--- src/scd_pkg.sv ---
// scd_pkg: shared types, scancode constants and character tables for the
// set-1 scancode decoder. No dependencies.

package scd_pkg;

	// event kinds on the result channel
	localparam logic [1:0] KIND_CHAR      = 2'd0;
	localparam logic [1:0] KIND_BACKSPACE = 2'd1;
	localparam logic [1:0] KIND_ARROW     = 2'd2;
	localparam logic [1:0] KIND_LED       = 2'd3;

	// arrow directions
	localparam logic [1:0] DIR_UP    = 2'd0;
	localparam logic [1:0] DIR_DOWN  = 2'd1;
	localparam logic [1:0] DIR_LEFT  = 2'd2;
	localparam logic [1:0] DIR_RIGHT = 2'd3;

	// scancodes
	localparam logic [7:0] SC_EXT_PREFIX = 8'hE0;
	localparam logic [6:0] SC_LSHIFT     = 7'd42;
	localparam logic [6:0] SC_RSHIFT     = 7'd54;
	localparam logic [6:0] SC_CTRL       = 7'd29;
	localparam logic [6:0] SC_ALT        = 7'd56;
	localparam logic [6:0] SC_CAPS       = 7'd58;
	localparam logic [6:0] SC_UP         = 7'h48;
	localparam logic [6:0] SC_DOWN       = 7'h50;
	localparam logic [6:0] SC_LEFT       = 7'h4B;
	localparam logic [6:0] SC_RIGHT      = 7'h4D;

	localparam logic [6:0] ASCII_BS = 7'd8;
	localparam logic [6:0] ASCII_A  = 7'h61;
	localparam logic [6:0] ASCII_Z  = 7'h7A;
	localparam logic [6:0] CASE_GAP = 7'd32;

	typedef struct packed {
		logic ext;
		logic shift;
		logic ctrl;
		logic alt;
		logic caps;
	} key_flags_t;

	typedef struct packed {
		logic [1:0] kind;
		logic [6:0] chr;
		logic [1:0] dir;
		logic [2:0] leds;
		logic       ctrl;
		logic       alt;
	} key_event_t;

	// unshifted map
	function automatic logic [6:0] rom_lower(input logic [6:0] code);
		logic [6:0] c;
		case (code)
			7'd1:  c = 7'h1B;
			7'd2:  c = 7'h31;  7'd3:  c = 7'h32;  7'd4:  c = 7'h33;  7'd5:  c = 7'h34;
			7'd6:  c = 7'h35;  7'd7:  c = 7'h36;  7'd8:  c = 7'h37;  7'd9:  c = 7'h38;
			7'd10: c = 7'h39;  7'd11: c = 7'h30;  7'd12: c = 7'h2D;  7'd13: c = 7'h3D;
			7'd14: c = 7'h08;  7'd15: c = 7'h09;
			7'd16: c = 7'h71;  7'd17: c = 7'h77;  7'd18: c = 7'h65;  7'd19: c = 7'h72;
			7'd20: c = 7'h74;  7'd21: c = 7'h79;  7'd22: c = 7'h75;  7'd23: c = 7'h69;
			7'd24: c = 7'h6F;  7'd25: c = 7'h70;  7'd26: c = 7'h5B;  7'd27: c = 7'h5D;
			7'd28: c = 7'h0A;
			7'd30: c = 7'h61;  7'd31: c = 7'h73;  7'd32: c = 7'h64;  7'd33: c = 7'h66;
			7'd34: c = 7'h67;  7'd35: c = 7'h68;  7'd36: c = 7'h6A;  7'd37: c = 7'h6B;
			7'd38: c = 7'h6C;  7'd39: c = 7'h3B;  7'd40: c = 7'h27;  7'd41: c = 7'h60;
			7'd43: c = 7'h5C;
			7'd44: c = 7'h7A;  7'd45: c = 7'h78;  7'd46: c = 7'h63;  7'd47: c = 7'h76;
			7'd48: c = 7'h62;  7'd49: c = 7'h6E;  7'd50: c = 7'h6D;  7'd51: c = 7'h2C;
			7'd52: c = 7'h2E;  7'd53: c = 7'h2F;
			7'd55: c = 7'h2A;  7'd57: c = 7'h20;
			7'd74: c = 7'h2D;  7'd78: c = 7'h2B;
			default: c = 7'h00;
		endcase
		return c;
	endfunction

	// shifted map
	function automatic logic [6:0] rom_upper(input logic [6:0] code);
		logic [6:0] c;
		case (code)
			7'd1:  c = 7'h1B;
			7'd2:  c = 7'h21;  7'd3:  c = 7'h40;  7'd4:  c = 7'h23;  7'd5:  c = 7'h24;
			7'd6:  c = 7'h25;  7'd7:  c = 7'h5E;  7'd8:  c = 7'h26;  7'd9:  c = 7'h2A;
			7'd10: c = 7'h28;  7'd11: c = 7'h29;  7'd12: c = 7'h5F;  7'd13: c = 7'h2B;
			7'd14: c = 7'h08;  7'd15: c = 7'h09;
			7'd16: c = 7'h51;  7'd17: c = 7'h57;  7'd18: c = 7'h45;  7'd19: c = 7'h52;
			7'd20: c = 7'h54;  7'd21: c = 7'h59;  7'd22: c = 7'h55;  7'd23: c = 7'h49;
			7'd24: c = 7'h4F;  7'd25: c = 7'h50;  7'd26: c = 7'h7B;  7'd27: c = 7'h7D;
			7'd28: c = 7'h0A;
			7'd30: c = 7'h41;  7'd31: c = 7'h53;  7'd32: c = 7'h44;  7'd33: c = 7'h46;
			7'd34: c = 7'h47;  7'd35: c = 7'h48;  7'd36: c = 7'h4A;  7'd37: c = 7'h4B;
			7'd38: c = 7'h4C;  7'd39: c = 7'h3A;  7'd40: c = 7'h22;  7'd41: c = 7'h7E;
			7'd43: c = 7'h7C;
			7'd44: c = 7'h5A;  7'd45: c = 7'h58;  7'd46: c = 7'h43;  7'd47: c = 7'h56;
			7'd48: c = 7'h42;  7'd49: c = 7'h4E;  7'd50: c = 7'h4D;  7'd51: c = 7'h3C;
			7'd52: c = 7'h3E;  7'd53: c = 7'h3F;
			7'd55: c = 7'h2A;  7'd57: c = 7'h20;
			default: c = 7'h00;
		endcase
		return c;
	endfunction

endpackage

--- src/scd_decode.sv ---
// scd_decode: combinational decode of one scancode byte against the current
// modifier flags. Uses scd_pkg for tables, codes and types.

module scd_decode import scd_pkg::*; (
	input  logic [7:0]  scan_byte,
	input  key_flags_t  flags,
	output key_flags_t  flags_next,
	output logic        has_event,
	output key_event_t  evt
);

	logic [6:0] code;
	logic [6:0] rom_chr;
	logic [6:0] chr;

	assign code = scan_byte[6:0];

	always_comb begin
		rom_chr = flags.shift ? rom_upper(code) : rom_lower(code);
		if (flags.caps && (rom_chr inside {[ASCII_A:ASCII_Z]})) begin
			chr = rom_chr - CASE_GAP;
		end else begin
			chr = rom_chr;
		end
	end

	always_comb begin
		flags_next = flags;
		has_event  = 1'b0;
		evt.kind   = KIND_CHAR;
		evt.chr    = '0;
		evt.dir    = DIR_UP;
		evt.leds   = '0;

		if (scan_byte == SC_EXT_PREFIX) begin
			flags_next.ext = 1'b1;
		end else begin
			flags_next.ext = 1'b0;
			if (scan_byte[7]) begin
				// break code
				if (code inside {SC_LSHIFT, SC_RSHIFT}) flags_next.shift = 1'b0;
				if (code == SC_CTRL) flags_next.ctrl = 1'b0;
				if (code == SC_ALT)  flags_next.alt  = 1'b0;
			end else if (code inside {SC_LSHIFT, SC_RSHIFT}) begin
				flags_next.shift = 1'b1;
			end else if (code == SC_CTRL) begin
				flags_next.ctrl = 1'b1;
			end else if (code == SC_ALT) begin
				flags_next.alt = 1'b1;
			end else if (code == SC_CAPS) begin
				flags_next.caps = ~flags.caps;
				has_event = 1'b1;
				evt.kind  = KIND_LED;
				evt.leds  = {~flags.caps, 2'b00};
			end else if (flags.ext) begin
				case (code)
					SC_UP:    begin has_event = 1'b1; evt.kind = KIND_ARROW; evt.dir = DIR_UP;    end
					SC_DOWN:  begin has_event = 1'b1; evt.kind = KIND_ARROW; evt.dir = DIR_DOWN;  end
					SC_LEFT:  begin has_event = 1'b1; evt.kind = KIND_ARROW; evt.dir = DIR_LEFT;  end
					SC_RIGHT: begin has_event = 1'b1; evt.kind = KIND_ARROW; evt.dir = DIR_RIGHT; end
					default:  has_event = 1'b0;
				endcase
			end else if (chr == ASCII_BS) begin
				has_event = 1'b1;
				evt.kind  = KIND_BACKSPACE;
			end else if (chr != 7'd0) begin
				has_event = 1'b1;
				evt.kind  = KIND_CHAR;
				evt.chr   = chr;
			end
		end

		evt.ctrl = flags_next.ctrl;
		evt.alt  = flags_next.alt;
	end

endmodule

--- src/scd_out_reg.sv ---
// scd_out_reg: result register between the decoder and the event channel.
// Uses scd_pkg for the event type.

module scd_out_reg import scd_pkg::*; (
	input  logic       clk,
	input  logic       arst_n,
	input  logic       load_valid,
	input  key_event_t load_evt,
	output logic       free,
	input  logic       stall,
	output logic       valid,
	output key_event_t evt
);

	logic       valid_q;
	key_event_t evt_q;

	// slot frees when empty or when its beat leaves this cycle
	assign free  = ~valid_q | ~stall;
	assign valid = valid_q;
	assign evt   = evt_q;

	always_ff @(posedge clk or negedge arst_n) begin
		if (!arst_n) begin
			valid_q <= 1'b0;
		end else if (free) begin
			valid_q <= load_valid;
		end
	end

	always_ff @(posedge clk) begin
		if (free && load_valid) begin
			evt_q <= load_evt;
		end
	end

endmodule

--- src/scancode_set1_key_decoder.sv ---
// scancode_set1_key_decoder: top level of the set-1 scancode decoder.
// Uses scd_pkg, scd_decode and scd_out_reg.
// a byte in the input register is decoded combinationally; its event goes to scd_out_reg
// one byte per cycle unless stalled; modifier flags update in the same cycle as the decode
// stalls on the event side back up through the input register to scan_stall
// reset: arst_n clears the modifier, caps and prefix flags and both valid bits

module scancode_set1_key_decoder import scd_pkg::*; (
	input  logic       clk,
	input  logic       arst_n,
	// scancode channel
	input  logic       scan_valid,
	output logic       scan_stall,
	input  logic [7:0] scan_byte,
	// event channel
	output logic       event_valid,
	input  logic       event_stall,
	output logic [1:0] event_kind,
	output logic [6:0] char_code,
	output logic [1:0] arrow_dir,
	output logic [2:0] led_mask,
	output logic       ctrl_held,
	output logic       alt_held
);

	// input register
	logic       valid_s1;
	logic [7:0] byte_s1;

	// keyboard flags, live state
	key_flags_t flags_q;
	key_flags_t flags_next;

	logic       dec_has;
	key_event_t dec_evt;
	key_event_t out_evt;
	logic       out_free;
	logic       advance;
	logic       scan_take;

	// the byte in s1 leaves when it makes no event or the result slot is free
	assign advance    = valid_s1 & (~dec_has | out_free);
	assign scan_stall = valid_s1 & ~advance;
	assign scan_take  = scan_valid & ~scan_stall;

	always_ff @(posedge clk or negedge arst_n) begin
		if (!arst_n) begin
			valid_s1 <= 1'b0;
		end else if (scan_take) begin
			valid_s1 <= 1'b1;
		end else if (advance) begin
			valid_s1 <= 1'b0;
		end
	end

	always_ff @(posedge clk) begin
		if (scan_take) begin
			byte_s1 <= scan_byte;
		end
	end

	// flags commit only when the byte actually moves on
	always_ff @(posedge clk or negedge arst_n) begin
		if (!arst_n) begin
			flags_q <= '0;
		end else if (advance) begin
			flags_q <= flags_next;
		end
	end

	scd_decode u_decode (
		.scan_byte  (byte_s1),
		.flags      (flags_q),
		.flags_next (flags_next),
		.has_event  (dec_has),
		.evt        (dec_evt)
	);

	scd_out_reg u_out_reg (
		.clk        (clk),
		.arst_n     (arst_n),
		.load_valid (valid_s1 & dec_has),
		.load_evt   (dec_evt),
		.free       (out_free),
		.stall      (event_stall),
		.valid      (event_valid),
		.evt        (out_evt)
	);

	assign event_kind = out_evt.kind;
	assign char_code  = out_evt.chr;
	assign arrow_dir  = out_evt.dir;
	assign led_mask   = out_evt.leds;
	assign ctrl_held  = out_evt.ctrl;
	assign alt_held   = out_evt.alt;

	// prefix flag only ever arms from a prefix byte leaving s1
	a_ext_from_prefix: assert property (@(posedge clk) disable iff (!arst_n)
		$rose(flags_q.ext) |-> $past(valid_s1) && $past(byte_s1) == SC_EXT_PREFIX)
		else $error("extended flag set without prefix byte");

	// every caps toggle lands with its led beat carrying the new state
	a_caps_led: assert property (@(posedge clk) disable iff (!arst_n)
		!$stable(flags_q.caps) |->
			event_valid && event_kind == KIND_LED && led_mask[2] == flags_q.caps)
		else $error("caps toggled without matching led beat");

	// character beats never carry a null code
	a_char_nonzero: assert property (@(posedge clk) disable iff (!arst_n)
		event_valid && event_kind == KIND_CHAR |-> char_code != 7'd0)
		else $error("null character emitted");

	// arrow beats carry no character or led bits
	a_arrow_clean: assert property (@(posedge clk) disable iff (!arst_n)
		event_valid && event_kind == KIND_ARROW |-> char_code == 7'd0 && led_mask == 3'd0)
		else $error("arrow beat with stray payload");

endmodule
--- config.mk ---
export PLATFORM = sky130hd
export DESIGN_NAME = scancode_set1_key_decoder
export DESIGN_NICKNAME = d
export VERILOG_FILES = /design/src/scd_pkg.sv /design/src/scd_decode.sv /design/src/scd_out_reg.sv /design/src/scancode_set1_key_decoder.sv
export SDC_FILE = /design/constraint.sdc
export NUM_CORES = 1
export LEC_CHECK = 0
export BUFFER_PORTS_ARGS = -buffer_cell sky130_fd_sc_hd__buf_2
export CAP_MARGIN = 5
export CORE_MARGIN = 1
export CORE_UTILIZATION = 56
export CTS_BUF_LIST = sky130_fd_sc_hd__clkbuf_4 sky130_fd_sc_hd__clkbuf_8
export CTS_CLUSTER_DIAMETER = 50
export DETAILED_ROUTE_END_ITERATION = 10
export GPL_TIMING_DRIVEN = 0
export PLACE_DENSITY_LB_ADDON = 0.3
export SETUP_SLACK_MARGIN = 0.2
export SLEW_MARGIN = 15
export SYNTH_ARGS = -nofsm -noshare
export SYNTH_HDL_FRONTEND = slang
export SYNTH_SLANG_ARGS = --single-unit
--- constraint.sdc ---
create_clock -name clk -period 7.52 [get_ports clk]
set_clock_uncertainty 0.1 [all_clocks]
set_input_delay 1.88 -clock clk [delete_from_list [all_inputs] [get_ports clk]]
set_output_delay 1.88 -clock clk [all_outputs]
set_load 0.01 [all_outputs]
==> out/results.tsv, run 1 <==
stage	metric	value	unit
yosys	Gate Count Post-Synth	474	
clock_tree	Max clock buf depth	2	
setup_path	Top Family by Delay on Critical Path	simple AND/OR/NAND/NOR gates	
setup_path	most used cell, CP	buf_2	
clock_tree	CTS H-Tree Depth	2	
setup_path	CP arrival	6.40	ns
floorplan	Die Width	86.1	µm
clock_tree	post_cts resized	0	
drt	drt drc	0	
clock_tree	postcts setup bufs	0	
final_layout	number of diodes	0	
pwr	maximum vdd drop	0.0000598	V
floorplan	Rows	30	
setup_path	crit-path max cell delay	0.57	ns
grt	first-pass GRT wire length	20300	µm
drt	Iteration-0 DRC Markers	379	
pwr	pwr dens	167	nW/µm²
grt	grt total ovfl	0	
pwr	Leak Pwr	0.00171	µW
grt	largest net degree at the start of global routing	18	
setup_path	crit path max fanout	17	
yosys	Post-synth EDFFs	22	
yosys	Yosys cell types	80	
timing	slew margin rel.	40.1	%
setup_path	element type at the critical path end	flip-flop	
setup_path	Setup CP Type	in2reg	
clock_tree	worst-skew pair later-pin latency	0.30	ns
outcome	outcome	complete, no violations	
yosys	Post-Syn Area	3960	µm²
min_path	Tightest Hold Check Type	reg2reg	
place	DP Area	4220	µm²
place	worst slack at placement	1.02	ns
setup_path	WP data required	7.59	ns
place	Inst Count DP	598	
yosys	Primary FF master, synth	edfxtp_1	
drt	ANT nets after route	0	
clock_tree	Hold-fix buffers, CTS	0	
timing	fin crit period	6.33	ns
setup_path	Buf/Inv on CP	8	
grt	antenna violations before repair	0	
clock_tree	CTS root buffer	clkbuf_8	
place	Detail Placement HPWL	9680	µm
timing	setup TNS	0	ns
drt	total routed wirelength	12700	µm
yosys	register area share after synthesis	28.2	%
drt	vias per inst	6.67	
setup_path	CP cell instances	buf_2 > nand3_1 > or4_1 > or3b_1 > buf_6 > nand2_8 > inv_6 > buf_2 > buf_2 > nand2_1 > nand2_1 > inv_1 > ha_1 > clkbuf_1 > inv_1 > o21ai_0 > mux2_2 > o32ai_1 > or4_1	
place	port buffer count	27	
final_layout	final core utilization	63.4	%
timing	fin. max-slew vios	0	
drt	detailed-route via count	4039	
timing	period utilisation layout	84.2	%
clock_tree	CTS sink count	43	
clock_tree	CTS tree	yes	
timing	final setup margin	1.19	ns
floorplan	die height	86.1	µm
timing	RSZ-0062 raised after global routing	no	
final_layout	Non-Filler Instances	606	
setup_path	Startpoint Class	input pin	
drt	drt pass-1 iters	5	
floorplan	num ports	30	
grt	vias in the first global route	3822	
floorplan	core area	6790	µm²
setup_path	slowest library cell on the worst path	or4_1	
yosys	FFs w/ async S/R, synth	16.3	%
yosys	Yosys reg bits	43	
clock_tree	TritonCTS buffer count	5	
grt	gr usage total	36.0	%
floorplan	die area	7400	µm²
place	final RePlAce weighted congestion	1.04	
final_layout	Final Instance Area	4310	µm²
final_layout	Final #Nets	535	
yosys	Ys Warns	0	
timing	fmax	0.158	GHz
final_layout	Syn-to-layout area delta	8.86	%
yosys	Syn Area/Cell	8.35	µm²
floorplan	Initial Util	58.2	%
timing	final setup fails	0	
job	Max Cap Violations	0	
final_layout	layout cell share with drive strength beyond 1	17.5	%
timing	Worst-Margin Slew	0.888	ns
drt	Wirelength per Cell	21.0	µm
clock_tree	Clk pin slew, worst setup/hold paths	0.08	ns
timing	Final Hold Vio Count	0	
final timing paths:
check / end / slack (ns) / startpoint / cells past startpoint
min: flags_q[2] / 0.42 / flags_q[2] / 2
min reg2reg: flags_q[2] / 0.42 / flags_q[2] / 2
max reg2reg: flip-flop / 2.15 / byte_s1[5] / 20
max: flip-flop / 1.19 / event_stall / 19
max in group asynchronous: flags_q[2] / 5.86 / arst_n / 1
min in group asynchronous: flags_q[3] / 1.29 / arst_n / 1
synthesized netlist by cell type (all sizes together) (4+ instances only):
| master | n | area share (%) |
|---|---|---|
| and3 | 6 | 0.95 |
| nand2 | 48 | 5.0 |
| edfxtp | 22 | 17 |
| o21ai | 29 | 3.7 |
| inv | 24 | 2.4 |
| dfxtp | 14 | 7.1 |
| dfrtp | 7 | 4.4 |
| a31o | 4 | 0.89 |
| mux2i | 14 | 3.5 |
| a22o | 5 | 1.1 |
| nor3 | 14 | 2.2 |
| nor2b | 10 | 1.6 |
| o211ai | 4 | 0.76 |
| or4 | 4 | 0.76 |
| a31oi | 7 | 1.1 |
| mux2 | 13 | 4.1 |
| o22ai | 14 | 2.2 |
| a21o | 5 | 0.95 |
| or3 | 6 | 0.95 |
| o311ai | 4 | 0.89 |
| a22oi | 8 | 1.5 |
| a211oi | 5 | 0.95 |
| nor2 | 38 | 3.9 |
| nand2b | 18 | 2.9 |
| nand3 | 18 | 2.3 |
| ha | 14 | 4.4 |
| clkbuf | 12 | 1.1 |
| buf | 18 | 3.3 |
| a21oi | 23 | 3.4 |
power breakdown:
part | switching, µW | internal [µW] | total [µW]
Combinational | 177 | 102 | 279
Clock | 79.7 | 68.8 | 149
Sequential | 16.5 | 277 | 294
final cells by class:
type | count | area [µm²]
clock inverter | 2 | 11.3
fill | 607 | 2490
inverter | 24 | 95.1
buffer | 30 | 175
sequential | 43 | 1120
clock buffer | 6 | 76.3
multi-input combinational | 378 | 2580
timing repair buffer | 27 | 135
tap | 96 | 120
per-stage QoR:
stage | power (µW) | hold slack [ns]
floorplan | 490 | 0.358
global route | 751 | 0.411
finish | 721 | 0.418
CTS | 709 | 0.410
detailed placement | 568 | 0.399
global placement | 563 | 0.397
routing by layer:
layer	vias up	wire length, µm	GRT usage (%)	share of wire, %
li1	1844	-	-	-
met1	1857	4910	44.9	38
met2	277	5810	60.0	46
met3	61	1240	3.75	9.7
met4	0	798	21.2	6.3
met5	-	0	0	0
worst reg2reg max path, cell delays in order, from the launching register on:
cell	delay (ns)
edfxtp_1	0.50
or2b_1	0.32
nor4_1	0.64
or3_1	0.27
o41a_2	0.17
buf_6	0.17
nand2_8	0.09
inv_6	0.12
buf_2	0.26
buf_2	0.40
nand2_1	0.11
nand2_1	0.33
inv_1	0.24
ha_1	0.25
clkbuf_1	0.23
inv_1	0.17
o21ai_0	0.09
mux2_2	0.29
o32ai_1	0.31
a211oi_1	0.11
o21ai_1	0.13
cells in the final DEF, fill, tap and decap left out, types with 4 or more instances in the layout:
master,Yosys,layout
o311ai_0,4,4
dfrtp_1,7,7
edfxtp_1,22,22
nor2b_1,10,10
nor2_1,36,36
mux2_4,4,4
mux2i_1,14,14
inv_1,22,22
mux2_2,9,9
a21oi_1,20,19
a31oi_1,7,7
nand2_1,47,47
ha_1,14,14
a31o_2,4,4
o21ai_0,27,27
a22o_1,5,5
or3_1,6,6
a21o_1,5,5
nor3_1,12,12
o211ai_1,4,4
nand2b_1,17,17
buf_6,6,6
o22ai_1,14,14
nand3_1,18,18
or4_1,4,4
and3_1,6,6
buf_2,8,35
clkbuf_1,12,12
a211oi_1,5,5
a22oi_1,8,8
dfxtp_1,14,14
clkbuf_8,0,5
kinds of logic (layout without fill, tap and decap cells):
| group | Yosys count | after routing | share of synthesized area [%] |
|---|---|---|---|
| and+or+nand+nor | 182 | 182 | 24.4 |
| AOI/OAI and AO/OA | 148 | 148 | 27.4 |
| muxes | 27 | 27 | 7.62 |
| other | 1 | 2 | 0.0948 |
| buffers and inverters | 54 | 89 | 6.83 |
| adders and majority gates | 14 | 14 | 4.43 |
| xor gates and xnor gates | 5 | 5 | 1.11 |
| DFF | 43 | 43 | 28.2 |
Power figures use the tool's default switching activity.
==> inputs of run 2 (changes only) <==
==> constraint.sdc (replaced) <==
create_clock -name clk -period 6.4 [get_ports clk]
set_clock_uncertainty 0.1 [all_clocks]
set_input_delay 1.6 -clock clk [delete_from_list [all_inputs] [get_ports clk]]
set_output_delay 1.6 -clock clk [all_outputs]
set_load 0.01 [all_outputs]
==> out/results.tsv, run 2 (synthesis gave the netlist of run 1 again) <==
stage	metric	value	unit	change
clock_tree	CTS tree	yes		unchanged
clock_tree	CTS H-Tree Depth	2		unchanged
drt	drt drc	0		unchanged
clock_tree	CTS root buffer	clkbuf_8		unchanged
timing	fin crit period	5.85	ns	
drt	vias per inst	6.66		was 6.67
pwr	pwr dens	197	nW/µm²	was 167 nW/µm²
place	port buffer count	27		unchanged
pwr	Leak Pwr	0.00172	µW	was 0.00171 µW
clock_tree	postcts setup bufs	0		unchanged
drt	detailed-route via count	4036		was 4039
final_layout	most frequent cells in the layout	nand2_1 (47), nor2_1 (36), buf_2 (35)		unchanged
floorplan	die area	7400	µm²	unchanged
clock_tree	post_cts resized	0		unchanged
setup_path	worst-case reg-to-reg path depth	20		unchanged
drt	Iteration-0 DRC Markers	379		unchanged
clock_tree	Clk pin slew, worst setup/hold paths	0.08	ns	about the same
timing	setup TNS	0	ns	unchanged
timing	RSZ-0062 raised after global routing	no		unchanged
clock_tree	worst-skew pair later-pin latency	0.30	ns	about the same
floorplan	Rows	30		unchanged
final_layout	number of diodes	0		unchanged
floorplan	die height	86.1	µm	unchanged
timing	period utilisation layout	91.4	%	
setup_path	CP arrival	5.92	ns	was 6.40 ns
drt	total routed wirelength	12800	µm	was 12700 µm
job	Max Cap Violations	0		unchanged
drt	Wirelength per Cell	21.0	µm	about the same
setup_path	Setup CP Type	in2reg		unchanged
grt	largest net degree at the start of global routing	18		unchanged
setup_path	crit path max fanout	17		unchanged
timing	final setup fails	0		unchanged
setup_path	element type at the critical path end	flip-flop		unchanged
floorplan	Initial Util	58.2	%	unchanged
setup_path	WP data required	6.47	ns	was 7.59 ns
final_layout	Final #Nets	535		unchanged
min_path	hold path depth	2		unchanged
clock_tree	CTS sink count	43		unchanged
final_layout	layout cell share with drive strength beyond 1	17.6	%	was 17.5%
grt	grt total ovfl	0		unchanged
clock_tree	Hold-fix buffers, CTS	0		unchanged
grt	antenna violations before repair	0		unchanged
timing	Worst-Margin Slew	0.889	ns	was 0.888 ns
grt	first-pass GRT wire length	20300	µm	unchanged
timing	fin. max-slew vios	0		unchanged
timing	slew margin rel.	40.1	%	about the same
timing	fmax	0.171	GHz	
place	Detail Placement HPWL	9680	µm	unchanged
floorplan	Die Width	86.1	µm	unchanged
place	Inst Count DP	598		unchanged
pwr	maximum vdd drop	0.0000703	V	was 0.0000598 V
clock_tree	TritonCTS buffer count	5		unchanged
clock_tree	Max clock buf depth	2		unchanged
setup_path	Startpoint Class	input pin		unchanged
drt	drt pass-1 iters	5		unchanged
final_layout	Non-Filler Instances	606		unchanged
grt	vias in the first global route	3822		unchanged
floorplan	core area	6790	µm²	unchanged
final_layout	commonest non-fill, non-tap cell in the layout	nand2_1		unchanged
outcome	outcome	complete, no violations		unchanged
drt	ANT nets after route	0		unchanged
timing	Final Hold Vio Count	0		unchanged
floorplan	num ports	30		unchanged
grt	gr usage total	36.0	%	unchanged
place	final RePlAce weighted congestion	1.04		unchanged
final_layout	Syn-to-layout area delta	8.89	%	was 8.86%
min_path	Tightest Hold Check Type	reg2reg		unchanged
-- run 2: metal layers --
layer	wire (µm)	share of wire (%)	global-route usage, %
met1	4890	38	44.9
met2	5820	46	60.0
met3	1260	9.9	3.75
met4	784	6.1	21.2
met5	0	0	0
-- run 2: through the flow --
step	area (µm²)	setup WS, ns	utilization (%)	total power [µW]	hold WS [ns]
floorplan	3960	1.16	-	576	0.358
detailed placement	4220	0.176	62.0	667	0.399
global route	4310	0.276	63.4	883	0.411
CTS	4300	0.472	63.3	833	0.410
finish	4310	0.554	63.4	848	0.418
global placement	4220	0.224	62.0	662	0.397
-- run 2: layout make-up --
cell class	count	area, µm²
Fill cell	606	2490
Inverter	24	95.1
Clock buffer	6	76.3
Multi-Input combinational cell	378	2580
Buffer	30	176
Tap cell	96	120
Clock inverter	2	11.3
Timing Repair Buffer	27	135
Sequential cell	43	1120
-- run 2: worst max-delay path: stages --
cell	delay [ns]
buf_2	0.12
nand3_1	0.14
or4_1	0.57
or3b_1	0.41
buf_6	0.17
nand2_8	0.10
inv_6	0.07
buf_2	0.20
buf_2	0.28
nand2_1	0.12
nand2_1	0.25
inv_1	0.31
ha_1	0.19
clkbuf_2	0.23
inv_1	0.12
o21ai_0	0.16
mux2_2	0.17
o32ai_1	0.14
or4_1	0.56
-- run 2: final timing paths --
| check | endpoint | startpoint | slack [ns] |
|---|---|---|---|
| worst min-delay path | flags_q[2] | flags_q[2] | 0.42 |
| min in group asynchronous | flags_q[3] | arst_n | 1.01 |
| worst max-delay path | flip-flop | event_stall | 0.55 |
| worst max register to register | flip-flop | byte_s1[5] | 1.11 |
| max in group asynchronous | flags_q[2] | arst_n | 5.02 |
| worst min register to register | flags_q[2] | flags_q[2] | 0.42 |
-- run 2: power by group --
part	switching [µW]	total, µW	internal [µW]
Combinational	208	328	120
Clock	94.1	175	80.9
Sequential	19.4	345	326
